### src/rtl/core/amst_pkg.sv
package amst_pkg;

  localparam int MAX_POINTS = 1024;
  localparam int COORD_BITS = 32;
  localparam int IDX_W      = $clog2(MAX_POINTS);
  localparam int CNT_W      = IDX_W + 1;
  localparam int COST_W     = 42;
  localparam int DIST_W     = 33;

  localparam logic [COST_W-1:0] COST_MAX = '1;
  localparam logic [DIST_W-1:0] DIST_INF = '1;

  typedef enum logic [3:0] {
    ST_LOAD,
    ST_PICK0,
    ST_PICK1,
    ST_SCAN0,
    ST_SCAN1,
    ST_SCAN2,
    ST_SCAN3,
    ST_SCAN4,
    ST_OUT
  } state_t;

  // sign-extend from COORD_BITS-1, then flip the top bit so unsigned order matches
  function automatic logic [31:0] to_biased(input logic [31:0] raw);
    logic [31:0] v;
    v = raw;
    for (int b = COORD_BITS; b < 32; b++) begin
      v[b] = raw[COORD_BITS-1];
    end
    return v ^ 32'h8000_0000;
  endfunction

endpackage

### src/rtl/core/amst_unit.sv
module amst_unit
  import amst_pkg::*;
(
  input  logic [31:0]       a,
  input  logic [31:0]       b,
  input  logic [DIST_W-1:0] acc,
  output logic [DIST_W-1:0] res
);

  logic [31:0]       gap;
  logic [DIST_W-1:0] gap_ext;

  assign gap     = (a >= b) ? (a - b) : (b - a);
  assign gap_ext = {1'b0, gap};
  assign res     = (gap_ext < acc) ? gap_ext : acc;

endmodule

### config.mk
export PLATFORM = sky130hd
export DESIGN_NAME = amst_unit
export DESIGN_NICKNAME = d
export VERILOG_FILES = /design/src/rtl/core/amst_pkg.sv /design/src/rtl/core/amst_unit.sv
export SDC_FILE = /design/constraint.sdc
export NUM_CORES = 1
export LEC_CHECK = 0
export ABC_AREA = 1
export ABC_CLOCK_PERIOD_IN_PS = 8000
export BUFFER_PORTS_ARGS = -buffer_cell sky130_fd_sc_hd__clkbuf_2
export CORE_MARGIN = 3
export CORE_UTILIZATION = 55
export DETAILED_ROUTE_END_ITERATION = 12
export PLACE_DENSITY_LB_ADDON = 0.2
export SYNTH_ARGS = -nofsm -noshare
export SYNTH_HDL_FRONTEND = slang
export SYNTH_SLANG_ARGS = --single-unit
### constraint.sdc
create_clock -name vclk -period 8
set_clock_uncertainty 0.1 [all_clocks]
set_input_delay 0.8 -clock vclk [all_inputs]
set_output_delay 0.8 -clock vclk [all_outputs]
set_load 0.01 [all_outputs]
; ---- Word level (Yosys, flattened, before mapping)
; Index checks and enable logic that the tools add are counted.
; Widths: inputs -> output; s select.
[word_totals]
regBits = 0
input_bits = 97
wordCells = 6
output_inout_bits = 33
[op_classes]
n_addsub = 2
n_lt_le_gt_ge = 2
muxes = 2
[op_table]
columns = op, count
row1 = $sub 32x32->32, 2
row2 = $lt 32x33->1, 1
row3 = $mux 33, 1
row4 = $ge 32x32->1, 1
row5 = $mux 32, 1

; ---- Longest topological paths before layout
; Gate-level depths: netlist of run 1.
[depth]
word_depth = 4
depth_mapped = 30
ltp_nobuf = 27

; ---- Least setup slack after synthesis of run 1
; No wires, ideal clock.
[synth_path]
kind = input -> output
from = input a[0]
to = output res[19]
cell_stages = 26
slack_ns = 3.082
path_buffers = 2
t_arrival_ns = 4.018
cell_sequence = inv_1 > ha_1 > inv_1 > fa_1 > nand3_1 > nand3_2 > nand2_1 > nand2_2 > nand2_2 > nand3_4 > a21oi_4 > buf_6 > nand3_2 > nand2_1 > inv_1 > ha_1 > a21oi_1 > nor2_1 > nor3_1 > nand2_1 > a21oi_1 > nand2_1 > nor2_1 > clkbuf_1 > nand3_1 > nand2_1
[synth_between]
elab_chain_len = 4
elab_cells_between_ends = 6
classes_between = add/sub: 2 / order compare: 2 / mux: 2
[synth_lines]
columns = item, line_no
row1 = start: declaration, amst_unit.sv:4  ; input logic [31:0] a,
row2 = $sub 32x32->32 or $ge 32x32->1 (tied branches), amst_unit.sv:13  ; assign gap = (a >= b) ? (a - b) : (b - a);
row3 = $mux 32 (*), amst_unit.sv:13
row4 = $lt 32x33->1, amst_unit.sv:15  ; assign res = (gap_ext < acc) ? gap_ext : acc;
row5 = $mux 33 (*), amst_unit.sv:15
row6 = end: declaration, amst_unit.sv:7  ; output logic [DIST_W-1:0] res
; Mark *: on every way between the ends. The rest lies on a longest branch, timed or not.

; ---- Worst setup path in the final report of run 1
[layout_path]
from = input a[0]
to = output res[24]
; Same word-level chain as after synthesis.

==> results.toml, run 1 <==
[timing]
grt_setup_unrepaired = "false"
fmax_mhz = 155
finalSetupTns_ns = 0
slew_viol_final = 0
timing_hold_violations_final = 0
fin_crit_ns = 6.46
fin_worst_hold_slack_ns = 1.80
post-route-period-util_pct = 80.8
tightest_slew_ns = 1.22
max_slew_margin_pct = 18.4
timing.final.setup_violations = 0

[final_layout]
final_net_count = 1613
clkbuf_count = 0
area_delta_synth_final_pct = 9.88
antenna-diode-count = 0
ff_latch_area_sq_um = 0
final_area_sq_um = 7290
numSequentialCells = 0
multiInputGateArea_sq_um = 5310
fillCellCount = 1295
layout-drive-gt1-share_pct = 13.5

[logic_synthesis]
post_synth_num_cell_types = 39
netlist_area_sq_um = 6640
post-synth-top-area-fraction_pct = 31.4
synth_area_per_cell_sq_um = 5.05
synth_top_cell_by_area = "nand2_1"
synth_fp_nets = 1507
syn-instance-count = 1314
yosys_warnings = 0
ys_top_cells_by_area = "nand2_1, ha_1, inv_1"
synth-seq-area-share_pct = 0

[power]
switchingPower_uw = 475
pwr_density_cell_nw_per_um2 = 101
p_total_uw = 738
pint_uw = 263
power.combinational.fraction_pct = 100.0
power.ir.vdd_worst_v = 0.0000427
pwr-share-clk_pct = 0
proportion_of_power_drawn_by_flip_flops_and_latches_pct = 0
netSwitchingFraction_pct = 64.3
pleak_nw = 5.02

[setup_path]
worstPathArrival_ns = 5.56
slowest_stage = "nor2_2"
critical_path_required_ns = 7.10
worst_setup_path_end_kind = "output port"
critical_path.startpoint_type = "primary input"
timing.critical_path.from = "a[0]"
crit_fanout = 31
critical-path-max-stage-delay_ns = 0.92
timing_worst_setup_path_type = "in -> out"
critical-path-top-cell-by-count = "nand2_1"

[place]
placed_cell_area_sq_um = 7290
place.gp.congestion = 1.01
number_of_buffers_added_on_ports = 129
detailedPlacementHpwl_um = 18200

[route]
post_drt_wl_per_cell_um = 13.1
drt_first_iter_violations = 679
drt_pre_antenna_iters = 5
dr_total_vias = 7819
antenna_left = 0
drc_errors = 0
routed_wirelength_um = 20400
vias_per_cell = 5.01

[global_route]
grt_max_degree = 44
grt_antenna_before_repair = 0
grt_usage_pct = 30.0
grt_pass1_wl_um = 32600
grt_pass1_vias = 6749
global_route.overflow_total = 0

[hold_path]
hold-path-cell-count = 4
timing.hold.worst.class = "in -> out"
holdPathEnd = "res[25]"
worst_hold_startpoint = "acc[25]"

[floorplan]
floorplan.initialDensity_pct = 57.1
std_cell_rows = 39
fp.dieArea_sq_um = 13400
die_width_um = 116
die_height_um = 116
core_area_sq_um = 11600
boundaryPins = 130

[clock_network]
ctsHoldBuffers = 0
cts-resized-gates = 0
cts_setup_buffers = 0

[flow_run]
maxCapViolCount = 0

[outcome]
outcome = "complete, no violations"
how the worst max path moves through the flow:
stage	slack [ns]	depth (start not counted)	endpoint
after floorplan	3.08	26	res[19]
after global placement	1.80	25	res[12]
after detailed placement	1.59	25	res[21]
after CTS	1.60	25	res[21]
after global routing	1.02	25	res[12]
final	1.54	25	res[24]
final cells by class:
class	instances	share of cell area [%]
multi-input combinational	981	72.8
inverter	308	15.9
timing repair buffer	129	8.86
tap	143	2.45
per-stage QoR:
| step | instances | worst slack [ns] | util, % |
|---|---|---|---|
| 5_1_grt | 1561 | 1.02 | 62.8 |
| 3_5_place_dp | 1561 | 1.59 | 62.8 |
| 4_1_cts | 1561 | 1.60 | 62.8 |
| 2_1_floorplan | 1314 | 3.08 | - |
| 3_3_place_gp | 1561 | 1.80 | 62.8 |
| 6_report | 1561 | 1.54 | 62.8 |
synthesized netlist by cell type, types with 4 or more instances:
cell / n
nand3_2: 10
ha_1: 94
clkbuf_1: 5
xor2_1: 16
nand2_2: 12
a21oi_1: 46
inv_2: 6
nand2_1: 555
and2_1: 10
nor3_1: 7
buf_4: 5
nand3b_1: 4
nand2_4: 4
nor2_4: 5
xnor2_1: 14
buf_2: 6
nand3_1: 90
nor2_1: 59
o21ai_2: 12
o21ai_0: 7
clkbuf_2: 4
inv_1: 301
o21bai_1: 5
nand4_1: 12
buf_6: 4
nor2_2: 4
kinds of logic after synthesis:
| family | count (synthesis) | share of synthesized area, % |
|---|---|---|
| adder cells (fa/ha/maj) | 96 | 18.3 |
| other | 1 | 0.0565 |
| AND/OR/NAND/NOR | 777 | 50.4 |
| XOR/XNOR | 30 | 3.96 |
| AO/OA/AOI/OAI | 77 | 7.22 |
| buffers and inverters | 333 | 20.0 |
power by group through the flow:
| stage | logic, mW | clock network (mW) | registers, mW |
|---|---|---|---|
| 3_5_place_dp | 0.728 | 0 | 0 |
| 3_3_place_gp | 0.719 | 0 | 0 |
| 6_report | 0.738 | 0 | 0 |
| 5_1_grt | 0.838 | 0 | 0 |
| 2_1_floorplan | 0.521 | 0 | 0 |
| 4_1_cts | 0.730 | 0 | 0 |
critical path, delay by kind of cell:
kind | cells | cell delay, ns
AO/OA/AOI/OAI | 2 | 0.74
adder cells (fa/ha/maj) | 3 | 0.90
buffers and inverters | 4 | 0.38
AND/OR/NAND/NOR | 16 | 2.73
placed cells by master (no fill, tap or decap), types with 6 or more instances in the layout:
cell type,instances
o21ai_2,12
inv_2,6
ha_1,94
a21oi_1,46
nand2_1,555
clkbuf_2,129
nor2_1,58
nand4_1,12
o21ai_0,7
nand3_2,10
xor2_1,16
inv_1,301
and2_1,10
xnor2_1,14
nand3_1,90
nand2_2,12
nor3_1,7
routing by layer:
metal / share of wire, % / wire (um) / vias to the layer above / track usage, %
met1: 50 / 10100 / 3357 / 46.3
met3: 8.8 / 1800 / 24 / 3.19
met5: 0 / 0 / - / 0
li1: - / - / 4123 / -
met2: 40 / 8160 / 315 / 45.5
met4: 1.7 / 346 / 0 / 4.80
No activity file was read; power rests on OpenSTA's default activity.
==> run 2: changes to the inputs <==
ABC_CLOCK_PERIOD_IN_PS = 6100   (was 8000)
clock period = 6.1 ns   (was 8 ns; I/O delays follow)
==> results.toml, run 2 (synthesis gave the netlist of run 1 again) <==
[floorplan]
die_height_um = 116
fp.dieArea_sq_um = 13400
std_cell_rows = 39
boundaryPins = 130
die_width_um = 116
core_area_sq_um = 11600
floorplan.initialDensity_pct = 57.1

[timing]
slew_viol_final = 0
max_slew_margin_pct = 55.1
fin_crit_ns = 5.51
timing.final.setup_violations = 0
post-route-period-util_pct = 90.4
finalSetupTns_ns = 0
grt_setup_unrepaired = "false"
fmax_mhz = 181
tightest_slew_ns = 0.672
fin_worst_hold_slack_ns = 1.42
finalWorstSetupSlack_ns = 0.585
timing_hold_violations_final = 0

[final_layout]
multiInputGateArea_sq_um = 5310
layout-drive-gt1-share_pct = 13.6
clkbuf_count = 0
final_area_sq_um = 7320
numSequentialCells = 0
area_delta_synth_final_pct = 10.3
ff_latch_area_sq_um = 0
layout_common_cells = "nand2_1, inv_1, clkbuf_2"
antenna-diode-count = 0
final_net_count = 1615
final_common_cell = "nand2_1"
final_core_util_pct = 63.0
fillCellCount = 1285
post_layout_nonfiller_instances = 1563

[global_route]
global_route.overflow_total = 0
grt_max_degree = 44
grt_pass1_wl_um = 32300
grt_pass1_vias = 6937
grt_usage_pct = 29.5
grt_antenna_before_repair = 0

[place]
place.gp.congestion = 1.02
number_of_buffers_added_on_ports = 129
placed_cell_area_sq_um = 7320
post_place_worst_slack_ns = 0.630
post-place-cells = 1563
detailedPlacementHpwl_um = 17900

[setup_path]
cpLargestDelayFamily = "simple AND/OR/NAND/NOR gates"
timing_worst_setup_path_type = "in -> out"
critical-path-max-stage-delay_ns = 0.56
critical-path-top-cell-by-count = "nand2_1"
crit_fanout = 22
slowest_stage = "a21oi_4"
worstPathArrival_ns = 4.80
critical_path_required_ns = 5.39
critical_path.startpoint_type = "primary input"
worstPathBufferInverterCount = 5
worst_setup_path_end_kind = "output port"

[power]
p_total_uw = 970
power.ir.vdd_worst_v = 0.0000583
pleak_nw = 5.04
pwr_density_cell_nw_per_um2 = 133

[route]
post_drt_wl_per_cell_um = 12.8
dr_total_vias = 7671
vias_per_cell = 4.91
drt_pre_antenna_iters = 5
drt_first_iter_violations = 641
routed_wirelength_um = 19900
drc_errors = 0
antenna_left = 0

[clock_network]
ctsHoldBuffers = 0
cts-resized-gates = 0
cts_setup_buffers = 0

[outcome]
outcome = "complete, no violations"

[flow_run]
maxCapViolCount = 0

[hold_path]
timing.hold.worst.class = "in -> out"
[run 2: cell type report]
class	instances	share of cell area, %
multi-input combinational	981	72.5
inverter	308	15.8
tap	143	2.44
timing repair buffer	131	9.20
[run 2: power by group]
group | internal (mW) | switching [mW]
combinational | 0.351 | 0.619
clock | 0 | 0
sequential | 0 | 0
[run 2: worst paths after layout]
check    from      end  cells after the start  slack, ns
max      a[0]  res[11]                     26       0.59
min    acc[3]   res[3]                      4       1.42
[run 2: per-layer routing]
| metal | routed length, um | share of wire (%) | GRT usage, % | up-vias |
|---|---|---|---|---|
| met1 | 9780 | 49 | 43.7 | 3232 |
| met2 | 8160 | 41 | 47.1 | 295 |
| met4 | 214 | 1.1 | 3.33 | 0 |
| li1 | - | - | - | 4128 |
| met5 | 0 | 0 | 0 | - |
| met3 | 1780 | 8.9 | 3.50 | 16 |
